File: config.mk
export PLATFORM = sky130hd
export DESIGN_NAME = greedy_word_wrap_top
export DESIGN_NICKNAME = d
export VERILOG_FILES = /design/src/rtl/gwrap_pkg.sv /design/src/rtl/gwrap_ctrl.sv /design/src/rtl/gwrap_dp.sv /design/src/rtl/greedy_word_wrap_top.sv
export SDC_FILE = /design/constraint.sdc
export NUM_CORES = 1
export LEC_CHECK = 0
export ABC_AREA = 0
export BUFFER_PORTS_ARGS = -buffer_cell sky130_fd_sc_hd__buf_2
export CAP_MARGIN = 20
export CORE_MARGIN = 2
export CORE_UTILIZATION = 30
export DETAILED_ROUTE_END_ITERATION = 12
export PLACE_DENSITY_LB_ADDON = 0.15
export SYNTH_ARGS = -nofsm -noshare
export SYNTH_HDL_FRONTEND = slang
export SYNTH_SLANG_ARGS = --single-unit
File: constraint.sdc
create_clock -name aclk -period 9.82 [get_ports aclk]
set_clock_uncertainty 0.1 [all_clocks]
set_input_delay 0 -clock aclk [delete_from_list [all_inputs] [get_ports aclk]]
set_output_delay 0 -clock aclk [all_outputs]
set_load 0.03 [all_outputs]
File: src/rtl/gwrap_pkg.sv
// Package for the greedy word wrapper: payload words, controller states,
// command/status structs between controller and datapath, byte constants.
// No dependencies.
`timescale 1ns / 1ps
`default_nettype none

package gwrap_pkg;

    localparam int MAX_WIDTH_DEF = 62;
    localparam int CNT_W         = 6;
    localparam int CHAR_W        = 8;
    localparam int APB_AW        = 3;
    localparam int APB_DW        = 32;

    localparam logic [CNT_W-1:0]  LW_RESET = 6'd62;
    localparam logic [CNT_W-1:0]  LL_MAX   = 6'd63;
    localparam logic [CHAR_W-1:0] CH_NL    = 8'h0A;
    localparam logic [CHAR_W-1:0] CH_SP    = 8'h20;

    localparam logic [APB_AW-1:0] ADDR_LINE_WIDTH = 3'd0;

    typedef struct packed {
        logic [CHAR_W-1:0] in_char;
        logic              end_of_text;
    } in_word_t;

    typedef struct packed {
        logic [CHAR_W-1:0] out_char;
        logic              out_last;
    } out_word_t;

    typedef enum logic [3:0] {
        ST_IDLE,
        ST_START,
        ST_NL1,
        ST_REP1,
        ST_NL2,
        ST_CHR,
        ST_SP,
        ST_REP2,
        ST_NL3
    } state_t;

    typedef enum logic [1:0] {
        SEL_NL,
        SEL_SP,
        SEL_CHR,
        SEL_REP
    } byte_sel_t;

    // which output phases the accepted word produces
    typedef struct packed {
        logic nl1;
        logic rep1;
        logic nl2;
        logic chr;
        logic sp;
        logic rep2;
        logic nl3;
    } plan_t;

    typedef struct packed {
        logic      load;
        logic      emit;
        byte_sel_t sel;
        logic      last;
    } dp_cmd_t;

    typedef struct packed {
        plan_t plan;
        logic  out_free;
        logic  rep_last;
    } dp_sts_t;

    function automatic logic is_sep(input logic [CHAR_W-1:0] c);
        return c inside {CH_SP, [8'h09:8'h0D]};
    endfunction

endpackage

`default_nettype wire

File: src/rtl/gwrap_ctrl.sv
// Controller for the greedy word wrapper: steps through the output phases
// of one input word. Depends on gwrap_pkg.
`timescale 1ns / 1ps
`default_nettype none

module gwrap_ctrl
    import gwrap_pkg::*;
(
    input  wire logic    aclk,
    input  wire logic    aresetn,
    input  wire logic    s_valid,
    output logic         s_ready,
    input  wire dp_sts_t sts,
    output dp_cmd_t      cmd
);

    state_t state_reg;
    state_t state_next;

    always_ff @(posedge aclk) begin
        if (!aresetn) begin
            state_reg <= ST_IDLE;
        end else begin
            state_reg <= state_next;
        end
    end

    always_comb begin
        state_t after_nl1;
        state_t after_rep1;
        state_t after_nl2;
        state_t after_chr;
        state_t after_sp;
        state_t after_rep2;
        state_t first;

        after_rep2 = sts.plan.nl3  ? ST_NL3  : ST_IDLE;
        after_sp   = sts.plan.rep2 ? ST_REP2 : after_rep2;
        after_chr  = sts.plan.sp   ? ST_SP   : after_sp;
        after_nl2  = sts.plan.chr  ? ST_CHR  : after_chr;
        after_rep1 = sts.plan.nl2  ? ST_NL2  : after_nl2;
        after_nl1  = sts.plan.rep1 ? ST_REP1 : after_rep1;
        first      = sts.plan.nl1  ? ST_NL1  : after_nl1;

        state_next = state_reg;
        case (state_reg)
            ST_IDLE: begin
                if (s_valid) begin
                    state_next = ST_START;
                end
            end
            ST_START: state_next = first;
            ST_NL1: begin
                if (sts.out_free) state_next = after_nl1;
            end
            ST_REP1: begin
                if (sts.out_free && sts.rep_last) state_next = after_rep1;
            end
            ST_NL2: begin
                if (sts.out_free) state_next = after_nl2;
            end
            ST_CHR: begin
                if (sts.out_free) state_next = after_chr;
            end
            ST_SP: begin
                if (sts.out_free) state_next = after_sp;
            end
            ST_REP2: begin
                if (sts.out_free && sts.rep_last) state_next = after_rep2;
            end
            ST_NL3: begin
                if (sts.out_free) state_next = ST_IDLE;
            end
            default: state_next = ST_IDLE;
        endcase
    end

    always_comb begin
        s_ready  = (state_reg == ST_IDLE);
        cmd.load = (state_reg == ST_IDLE) && s_valid;
        cmd.emit = 1'b0;
        cmd.sel  = SEL_NL;
        cmd.last = (state_next == ST_IDLE);
        case (state_reg)
            ST_NL1, ST_NL2, ST_NL3: begin
                cmd.emit = sts.out_free;
                cmd.sel  = SEL_NL;
            end
            ST_REP1, ST_REP2: begin
                cmd.emit = sts.out_free;
                cmd.sel  = SEL_REP;
            end
            ST_CHR: begin
                cmd.emit = sts.out_free;
                cmd.sel  = SEL_CHR;
            end
            ST_SP: begin
                cmd.emit = sts.out_free;
                cmd.sel  = SEL_SP;
            end
            default: begin
                cmd.emit = 1'b0;
                cmd.sel  = SEL_NL;
            end
        endcase
    end

endmodule

`default_nettype wire

File: src/rtl/gwrap_dp.sv
// Datapath for the greedy word wrapper: line/word counters, word buffer,
// per-word output plan and the output register. Depends on gwrap_pkg.
`timescale 1ns / 1ps
`default_nettype none

module gwrap_dp
    import gwrap_pkg::*;
#(
    parameter int MAX_WIDTH = MAX_WIDTH_DEF
) (
    input  wire logic             aclk,
    input  wire logic             aresetn,
    input  wire logic [CNT_W-1:0] line_width,
    input  wire in_word_t         s_data,
    input  wire dp_cmd_t          cmd,
    output dp_sts_t               sts,
    output logic                  m_valid,
    input  wire logic             m_ready,
    output out_word_t             m_data
);

    localparam int AW = (MAX_WIDTH > 1) ? $clog2(MAX_WIDTH) : 1;
    localparam logic [CNT_W-1:0] MAX_W = CNT_W'(MAX_WIDTH);

    logic [CHAR_W-1:0] mem [MAX_WIDTH];

    logic [CNT_W-1:0]  ll_reg, ll_next;
    logic [CNT_W-1:0]  wl_reg, wl_next;
    logic              iw_reg, iw_next;
    plan_t             plan_reg, plan_next;
    logic [CHAR_W-1:0] chr_reg;
    logic [CNT_W-1:0]  rep_len_reg;
    logic [CNT_W-1:0]  idx_reg, idx_next;
    logic [CHAR_W-1:0] rd_data_reg;
    logic              m_valid_reg, m_valid_next;
    out_word_t         m_data_reg;

    logic [CNT_W-1:0]  w;
    logic              sep, case_a, case_b, case_c, case_d;
    logic              ovf, eo, direct_on, store_on, dir_nl, sp_on;
    logic [CNT_W-1:0]  dir_base, dir_ll, rep_len, ll_end, ll_fin;
    logic [CNT_W:0]    fit_sum, end_sum;

    always_comb begin
        if (line_width == '0) begin
            w = CNT_W'(1);
        end else if (line_width > MAX_W) begin
            w = MAX_W;
        end else begin
            w = line_width;
        end

        sep    = is_sep(s_data.in_char);
        case_a = sep;
        case_b = !sep && !iw_reg && (ll_reg == '0);
        case_c = !sep && iw_reg && (wl_reg == '0);
        case_d = !sep && !case_b && !case_c;

        fit_sum  = {1'b0, ll_reg} + {1'b0, wl_reg} + (CNT_W+1)'(2);
        ovf      = (fit_sum > {1'b0, w}) || (wl_reg >= MAX_W);
        eo       = iw_reg && (wl_reg != '0);
        store_on = case_d && !ovf;
        direct_on = case_b || case_c || (case_d && ovf);

        dir_base = case_d ? wl_reg : ll_reg;
        dir_nl   = (dir_base >= w);
        dir_ll   = (dir_nl ? '0 : dir_base) + CNT_W'(1);

        rep_len  = store_on ? wl_reg + CNT_W'(1) : wl_reg;
        end_sum  = {1'b0, ll_reg} + {1'b0, rep_len} + (CNT_W+1)'(1);
        ll_end   = (end_sum > {1'b0, LL_MAX}) ? LL_MAX : end_sum[CNT_W-1:0];

        sp_on    = (case_a && eo) || (store_on && s_data.end_of_text);
        ll_fin   = sp_on ? ll_end : (direct_on ? dir_ll : ll_reg);

        plan_next.nl1  = case_d && ovf;
        plan_next.rep1 = case_d && ovf && (wl_reg != '0);
        plan_next.nl2  = direct_on && dir_nl;
        plan_next.chr  = direct_on;
        plan_next.sp   = sp_on;
        plan_next.rep2 = sp_on;
        plan_next.nl3  = s_data.end_of_text && (ll_fin != '0);

        ll_next = ll_reg;
        wl_next = wl_reg;
        iw_next = iw_reg;
        if (cmd.load) begin
            if (s_data.end_of_text) begin
                ll_next = '0;
                wl_next = '0;
                iw_next = 1'b0;
            end else begin
                ll_next = ll_fin;
                wl_next = store_on ? wl_reg + CNT_W'(1) : '0;
                iw_next = !sep;
            end
        end
    end

    always_ff @(posedge aclk) begin
        if (!aresetn) begin
            ll_reg   <= '0;
            wl_reg   <= '0;
            iw_reg   <= 1'b0;
            plan_reg <= '0;
        end else begin
            ll_reg <= ll_next;
            wl_reg <= wl_next;
            iw_reg <= iw_next;
            if (cmd.load) begin
                plan_reg <= plan_next;
            end
        end
    end

    always_ff @(posedge aclk) begin
        if (cmd.load) begin
            chr_reg     <= s_data.in_char;
            rep_len_reg <= rep_len;
        end
    end

    // replay index; read address holds on the final byte of a replay
    always_comb begin
        idx_next = idx_reg;
        if (cmd.load) begin
            idx_next = '0;
        end else if (cmd.emit && (cmd.sel == SEL_REP) && !sts.rep_last) begin
            idx_next = idx_reg + CNT_W'(1);
        end
    end

    always_ff @(posedge aclk) begin
        if (!aresetn) begin
            idx_reg <= '0;
        end else begin
            idx_reg <= idx_next;
        end
    end

    always_ff @(posedge aclk) begin
        if (cmd.load && store_on) begin
            mem[wl_reg[AW-1:0]] <= s_data.in_char;
        end
        rd_data_reg <= mem[idx_next[AW-1:0]];
    end

    always_comb begin
        sts.plan     = plan_reg;
        sts.out_free = !m_valid_reg || m_ready;
        sts.rep_last = ((idx_reg + CNT_W'(1)) == rep_len_reg);
    end

    always_comb begin
        m_valid_next = m_valid_reg;
        if (cmd.emit) begin
            m_valid_next = 1'b1;
        end else if (m_ready) begin
            m_valid_next = 1'b0;
        end
    end

    always_ff @(posedge aclk) begin
        if (!aresetn) begin
            m_valid_reg <= 1'b0;
        end else begin
            m_valid_reg <= m_valid_next;
        end
    end

    always_ff @(posedge aclk) begin
        if (cmd.emit) begin
            case (cmd.sel)
                SEL_NL:  m_data_reg.out_char <= CH_NL;
                SEL_SP:  m_data_reg.out_char <= CH_SP;
                SEL_CHR: m_data_reg.out_char <= chr_reg;
                SEL_REP: m_data_reg.out_char <= rd_data_reg;
                default: m_data_reg.out_char <= CH_NL;
            endcase
            m_data_reg.out_last <= cmd.last;
        end
    end

    assign m_valid = m_valid_reg;
    assign m_data  = m_data_reg;

endmodule

`default_nettype wire

File: src/rtl/greedy_word_wrap_top.sv
// Top level of the greedy word wrapper: APB register for the line width,
// controller and datapath. Depends on gwrap_pkg, gwrap_ctrl, gwrap_dp.
//
//   channel   ports                        moves
//   s_        s_valid s_ready s_data       one text byte per word (in_word_t)
//   m_        m_valid m_ready m_data       one wrapped byte per word (out_word_t)
//   apb       psel penable pwrite paddr    line_width at address 0
//
// An input word produces n bytes (0..64): the controller accepts it, plans
// its output phases, then sends one byte per cycle into the output register
// while it is free. Held words replay from the word buffer at one read per cycle.
// m_ready low stalls the byte sequencer; s_ready is high only between words.
// aresetn is synchronous; line_width resets to 62.
`timescale 1ns / 1ps
`default_nettype none

module greedy_word_wrap_top
    import gwrap_pkg::*;
#(
    parameter int MAX_WIDTH = MAX_WIDTH_DEF
) (
    input  wire logic              aclk,
    input  wire logic              aresetn,
    input  wire logic              s_valid,
    output logic                   s_ready,
    input  wire in_word_t          s_data,
    output logic                   m_valid,
    input  wire logic              m_ready,
    output out_word_t              m_data,
    input  wire logic              psel,
    input  wire logic              penable,
    input  wire logic              pwrite,
    input  wire logic [APB_AW-1:0] paddr,
    input  wire logic [APB_DW-1:0] pwdata,
    output logic [APB_DW-1:0]      prdata,
    output logic                   pready
);

    logic [CNT_W-1:0] lw_reg, lw_next;
    logic             lw_sel;
    dp_cmd_t          cmd;
    dp_sts_t          sts;

    assign lw_sel = (paddr[APB_AW-1:2] == ADDR_LINE_WIDTH[APB_AW-1:2]);

    always_comb begin
        lw_next = lw_reg;
        if (psel && penable && pwrite && pready && lw_sel) begin
            lw_next = pwdata[CNT_W-1:0];
        end
    end

    always_ff @(posedge aclk) begin
        if (!aresetn) begin
            lw_reg <= LW_RESET;
        end else begin
            lw_reg <= lw_next;
        end
    end

    assign pready = 1'b1;
    assign prdata = lw_sel ? {{(APB_DW-CNT_W){1'b0}}, lw_reg} : '0;

    gwrap_ctrl u_ctrl (
        .aclk    (aclk),
        .aresetn (aresetn),
        .s_valid (s_valid),
        .s_ready (s_ready),
        .sts     (sts),
        .cmd     (cmd)
    );

    gwrap_dp #(
        .MAX_WIDTH (MAX_WIDTH)
    ) u_dp (
        .aclk       (aclk),
        .aresetn    (aresetn),
        .line_width (lw_reg),
        .s_data     (s_data),
        .cmd        (cmd),
        .sts        (sts),
        .m_valid    (m_valid),
        .m_ready    (m_ready),
        .m_data     (m_data)
    );

endmodule

`default_nettype wire

==> results of run 1 <==
cell type report:
type / instances / area, um^2
Inverter: 31 / 116
Timing Repair Buffer: 97 / 718
Clock buffer: 72 / 1590
Fill cell: 7976 / 54000
Tap cell: 1070 / 1340
Antenna cell: 1 / 2.50
Sequential cell: 563 / 16500
Clock inverter: 43 / 403
Multi-Input combinational cell: 1293 / 7760
timing repair:
item,CTS,global route
setup buffers,0,0
hold buffers,30,0
endpoints found under the hold margin,190,0
kinds of logic after synthesis:
| group | count (synthesis) | synth area share [%] |
|---|---|---|
| muxes | 93 | 3.93 |
| DFF | 563 | 65.8 |
| other | 2 | 0.0300 |
| AOI/OAI and AO/OA | 403 | 11.2 |
| adders and majority gates | 37 | 1.91 |
| xor gates and xnor gates | 23 | 0.911 |
| and+or+nand+nor | 710 | 12.6 |
| buffers and inverters | 174 | 3.61 |
metrics by stage:
stage	power, mW	area [um^2]	hold WS (ns)
4_1_cts	5.30	28400	0.00656
2_1_floorplan	2.89	25100	-0.00113
3_3_place_gp	2.99	26100	0.128
3_5_place_dp	2.99	26100	0.142
5_1_grt	5.41	28400	0.0266
6_report	5.24	28400	0.0110
metal layers:
| layer | vias to the layer above | share of wire (%) | GRT usage, % |
|---|---|---|---|
| li1 | 7570 | - | - |
| met1 | 8229 | 45 | 22.7 |
| met2 | 401 | 47 | 27.7 |
| met3 | 128 | 4.6 | 2.58 |
| met4 | 6 | 3.2 | 5.72 |
| met5 | - | 0.049 | 0 |
worst paths after layout:
path | depth (start not counted) | slack [ns] | startpoint | to
worst max-delay path | 30 | 2.54 | u_dp.wl_reg[1] | u_dp.sts[2]
worst min-delay path | 2 | 0.01 | s_data[5] | u_dp.mem[23][4]
worst max register to register | 30 | 2.54 | u_dp.wl_reg[1] | u_dp.sts[2]
worst min register to register | 2 | 0.40 | u_dp.sts[8] | u_dp.sts[8]
cells in the mapped netlist (all sizes together) (5+ instances only):
cell,n
o22a,7
and3,18
nand2b,9
nor2,168
a221oi,31
mux2,38
a21oi,118
mux2i,55
buf,89
ha,35
nand3b,5
a31oi,27
inv,31
edfxtp,519
nand4b,5
nand3,75
a221o,15
nor4,10
a32oi,18
dfxtp,44
o21ai,38
o21a,5
nor3,22
clkbuf,54
a21o,9
o31ai,25
nand2,336
and2,12
nor2b,11
or3,6
a22oi,14
xor2,10
xnor2,13
nor3b,6
nand4,19
a211oi,64
power groups by stage:
stage / clock [mW] / sequential [mW] / combinational, mW
global placement: 0 / 2.71 / 0.278
finish: 2.30 / 2.66 / 0.288
detailed placement: 0 / 2.71 / 0.281
CTS: 2.35 / 2.66 / 0.290
floorplan: 0 / 2.71 / 0.178
global route: 2.43 / 2.66 / 0.316
critical path, delay by kind of cell (launching register included):
kind	cells	cell delay, ns
adders and majority gates	7	2.25
and+or+nand+nor	6	1.47
xor gates and xnor gates	1	0.13
buffers and inverters	6	1.19
DFF	1	0.54
AOI/OAI and AO/OA	10	1.55
==> key figures, run 1 <==
Clocking
  – Worst skew pair latency: 0.63 ns
  – Max clock buf depth: 3
  – Clk root buf: clkbuf_16
  – Clk pin slew, worst setup/hold paths: 0.06 ns
  – TritonCTS buffer count: 61
  – Clock Sinks: 563
  – # resized after CTS: 0
  – TritonCTS clock tree: built
  – H-Tree Level Count: 2

Finish
  – Most frequent cells in the layout: edfxtp_1, nand2_1, nor2_1
  – Synthesis-to-finish area growth: 13.5%
  – Max FFs per register: 496
  – Final Core Density: 34.5%
  – Commonest non-fill, non-tap cell in the layout: edfxtp_1
  – Share of cells above drive strength 1: 10.4%
  – Layout Nets: 2,135
  – Non-Filler Instances: 3,170

Synthesis
  – Sequential-to-total area share from yosys stat: 65.8%
  – Share of the synthesized area in the top cell type: 62.3%
  – Netlist Area Pre-Place: 0.0250 mm^2
  – Synth area leader: edfxtp_1
  – Mapped Cells: 2,005
  – Ys async rst share: 0%
  – Top cells by area, synth: edfxtp_1, nand2_1, dfxtp_1
  – EDFF count, synth: 519
  – Post-synthesis cell type count: 81
  – Synth Flop Type: edfxtp_1
  – Warning count from the yosys run: 0
  – Mapped Avg Cell Area: 12.5 um^2
  – Synth Register Bits: 563

STA
  – Worst slew pin tran: 1.09 ns
  – Unrepaired setup endpoints after global routing: false
  – F_max: 137 MHz
  – Minimum clock period: 7.28 ns
  – Fin crit share: 74.1%
  – Final slew viol count: 0
  – Setup Total Neg Slack: 0 ns
  – Max-slew headroom: 27.1%
  – Final worst slack: 2.54 ns
  – Final setup fails: 0
  – Number of hold violations in the final report: 0

Placed design
  – DP HPWL: 44.7 mm
  – PortBufs: 39
  – RePlAce Congestion: 0.800
  – Dpl ws: 3.11 ns
  – Dpl cells: 3,024

Detailed routing
  – Routed vias: 16.3k
  – Final wirelength: 73.1 mm
  – Drt wl/cell: 23.1 um
  – Initial drt markers: 1,122
  – Antenna Nets Post-Route: 0
  – DRT Pass-1 Iters: 5
  – Vias per cell: 5.15
  – DRC viols: 0

Power and ir drop
  – Comb pwr share: 5.5%
  – Clk pwr share: 43.8%
  – Pwr/cell area: 185 mW/mm^2
  – Sequential share of power: 50.8%
  – Maximum VDD drop: 151 uV
  – Net Sw Power: 1.21 mW
  – Sw frac: 23.0%
  – Int Pwr: 4.04 mW
  – P_leak: 9.34 nW

Critical path
  – Crit path kind: reg -> reg
  – Highest-delay cell along the critical path: nor4_2
  – WP data required: 10.28 ns
  – Largest fanout on the critical path: 11
  – Critical path arrival: 7.74 ns
  – Worst setup EP type: register
  – Crit start category: register
  – Critical path's largest stage delay: 0.65 ns

Global routing
  – Vias in the first global route: 16.2k
  – First-pass GRT wire length: 108 mm
  – Pin count of the biggest net entering global routing: 105
  – Overall routing resource usage: 16.8%
  – Grt ovf: 0
  – Initial antenna violation count: 3

Floorplanning
  – Die width: 293 um
  – Die height: 293 um
  – Core area: 0.0824 mm^2
  – Num ports: 95
  – Starting density of the core: 30.4%
  – Total die area: 0.0857 mm^2
  – Row count: 105

Status
  – Outcome: finished, final reports clean

Job
  – Max cap viols: 0

Min path
  – Worst min path class: in -> reg
(Power assumes the default switching activity.)
==> run 2: changes to the inputs <==
- clock period: 9.82 -> 6.8 ns (I/O delays scaled with it)
==> run 2 against run 1 <==
  * Cell count is 0.57% higher
  * Power is 45% higher
  * Wire length is 2.6% higher
  * Worst setup slack worse by 1.9 ns
  * Die area stayed put
  * Via count is 0.46% higher
==> key figures, run 2 (synthesis gave the netlist of run 1 again) <==
Status
  – Outcome: finished, final reports clean (unchanged)

Finish
  – FF+latch area: 0.0165 mm^2 (about the same)
  – Post-route cell area: 0.0286 mm^2 (was 0.0284 mm^2)
  – Number of fill cells: 7,964 (was 7,976)
  – Synthesis-to-finish area growth: 14.3% (was 13.5%)
  – Final Core Density: 34.7% (was 34.5%)
  – Layout Nets: 2,154 (was 2,135)
  – Max FFs per register: 496 (unchanged)
  – Antenna diodes: 0 (was 1)
  – Most frequent cells in the layout: edfxtp_1, nand2_1, nor2_1 (unchanged)
  – Non-Filler Instances: 3,188 (was 3,170)
  – Area of the multi-input gates: 0.00776 mm^2 (about the same)
  – Share of cells above drive strength 1: 11.1% (was 10.4%)
  – Commonest non-fill, non-tap cell in the layout: edfxtp_1 (unchanged)

STA
  – Unrepaired setup endpoints after global routing: false (unchanged)
  – Final worst slack: 0.607 ns (was 2.54 ns)
  – Minimum clock period: 6.19 ns (was 7.28 ns)
  – Number of hold violations in the final report: 0 (unchanged)
  – Final slew viol count: 0 (unchanged)
  – F_max: 161 MHz (was 137 MHz)
  – Final setup fails: 0 (unchanged)
  – Worst slew pin tran: 1.07 ns (was 1.09 ns)
  – Setup Total Neg Slack: 0 ns (unchanged)
  – Fin crit share: 91.1% (was 74.1%)
  – Hold WS: 0.0202 ns (was 0.0110 ns)
  – Max-slew headroom: 28.4% (was 27.1%)

Critical path
  – Reg-to-Reg End: u_dp.sts[2] (unchanged)
  – Worst R2R Path Depth: 29 (was 30)
  – WP data required: 7.25 ns (was 10.28 ns)
  – Critical path's largest stage delay: 0.45 ns (was 0.65 ns)
  – RR Startpoint: u_dp.wl_reg[1] (unchanged)
  – Crit path kind: reg -> reg (unchanged)
  – Crit start category: register (unchanged)
  – Highest-delay cell along the critical path: fa_1 (was nor4_2)
  – Worst setup EP type: register (unchanged)
  – Critical Path Sink: u_dp.sts[2] (unchanged)
  – Crit path from: u_dp.wl_reg[1] (unchanged)
  – Critical path arrival: 6.65 ns (was 7.74 ns)
  – Reg2reg setup slack: 0.61 ns (was 2.54 ns)
  – Largest fanout on the critical path: 11 (unchanged)

Floorplanning
  – Row count: 105 (unchanged)
  – Total die area: 0.0857 mm^2 (unchanged)
  – Num ports: 95 (unchanged)
  – Starting density of the core: 30.4% (unchanged)
  – Die width: 293 um (unchanged)
  – Core area: 0.0824 mm^2 (unchanged)
  – Die height: 293 um (unchanged)

Power and ir drop
  – Comb pwr share: 5.5% (about the same)
  – Maximum VDD drop: 178 uV (was 151 uV)
  – Clk pwr share: 43.8% (about the same)
  – Sequential share of power: 50.7% (was 50.8%)
  – Net Sw Power: 1.74 mW (was 1.21 mW)
  – Int Pwr: 5.84 mW (was 4.04 mW)
  – Sw frac: 22.9% (was 23.0%)
  – Pwr/cell area: 265 mW/mm^2 (was 185 mW/mm^2)
  – P_leak: 9.45 nW (was 9.34 nW)
  – Final Power: 7.58 mW (was 5.24 mW)

Detailed routing
  – DRT Pass-1 Iters: 6 (was 5)
  – Met1 Wirelength: 34.1 mm (was 32.9 mm)
  – Routed vias: 16.4k (was 16.3k)
  – DRC viols: 0 (unchanged)
  – Max layer used: met4 (was met5)
  – Metal2 WL: 35.2 mm (was 34.4 mm)
  – Initial drt markers: 1,327 (was 1,122)
  – Drt wl/cell: 23.5 um (was 23.1 um)
  – Final wirelength: 75.0 mm (was 73.1 mm)
  – Antenna Nets Post-Route: 0 (unchanged)
  – Met3 Routed Length: 3.73 mm (was 3.35 mm)
  – Vias per cell: 5.15 (about the same)

Clocking
  – Buffer count from post-CTS setup fixing: 0 (unchanged)
  – H-Tree Level Count: 2 (unchanged)
  – Max clock buf depth: 3 (unchanged)
  – Clk root buf: clkbuf_16 (unchanged)
  – TritonCTS clock tree: built (unchanged)
  – Worst skew pair latency: 0.65 ns (was 0.63 ns)
  – Clk pin slew, worst setup/hold paths: 0.07 ns (was 0.06 ns)
  – TritonCTS buffer count: 60 (was 61)
  – Clock Sinks: 563 (unchanged)

Global routing
  – Vias in the first global route: 16.3k (was 16.2k)
  – Overall routing resource usage: 17.3% (was 16.8%)
  – First-pass GRT wire length: 110 mm (was 108 mm)
  – Initial antenna violation count: 2 (was 3)
  – Pin count of the biggest net entering global routing: 64 (was 105)
  – Grt ovf: 0 (unchanged)

Placed design
  – RePlAce Congestion: 0.784 (was 0.800)
  – PortBufs: 39 (unchanged)
  – Dpl ws: 0.513 ns (was 3.11 ns)
  – Post-Place Cell Area: 0.0263 mm^2 (was 0.0261 mm^2)
  – DP HPWL: 47.6 mm (was 44.7 mm)
  – Dpl cells: 3,046 (was 3,024)

Job
  – Max cap viols: 0 (unchanged)

Min path
  – Worst min path class: in -> reg (unchanged)
## run 2: changes by cell type in the layout (fill, tap and decap cells not counted), sizes merged
cell,delta
buf,+23
clkbuf,+6
clkinv,-4
dlygate4sd3,-3
clkinvlp,-2
diode,-1
inv,-1
## run 2: layout make-up
cell class / instances / area share [%]
clock inverters: 36 / 1.32
inverters: 31 / 0.407
clock buffers: 78 / 5.67
multi-input cells: 1293 / 27.2
repair buffers: 117 / 3.15
well taps: 1070 / 4.68
flip-flops and latches: 563 / 57.6
## run 2: critical path: cells and delay by family (launching register included)
| family | cells | cell delay [ns] |
|---|---|---|
| xor+xnor | 1 | 0.13 |
| flops | 1 | 0.43 |
| simple gates | 6 | 1.13 |
| fa+ha+maj | 7 | 2.20 |
| buf+inv | 5 | 0.56 |
| compound gates | 10 | 1.57 |
## run 2: power groups by stage
stage | logic [mW] | clock network, mW | registers [mW]
6_report | 0.419 | 3.32 | 3.84
3_3_place_gp | 0.407 | 0 | 3.92
2_1_floorplan | 0.257 | 0 | 3.91
5_1_grt | 0.461 | 3.52 | 3.85
4_1_cts | 0.423 | 3.39 | 3.84
3_5_place_dp | 0.412 | 0 | 3.92
## run 2: worst min-delay path by stage
stage                    from              end  depth (start not counted)
floorplan           s_data[1]  u_dp.chr_reg[0]                          0
global placement    pwdata[0]        lw_reg[0]                          3
detailed placement  pwdata[1]        lw_reg[1]                          3
CTS                 s_data[7]      u_dp.iw_reg                          6
global route        s_data[7]      u_dp.iw_reg                          6
finish              s_data[7]      u_dp.iw_reg                          6
## run 2: routing by layer
layer / GRT usage [%] / vias to the layer above
met2: 28.4 / 449
met4: 4.85 / 0
met1: 23.9 / 8262
met5: 0 / -
li1: - / 7602
met3: 2.50 / 96
## run 2: repair_timing
item | CTS | global route
resized for setup | 0 | 1
hold endpoints to repair | 131 | 0
hold buffers | 27 | 0
endpoints found under the setup margin | 0 | 4
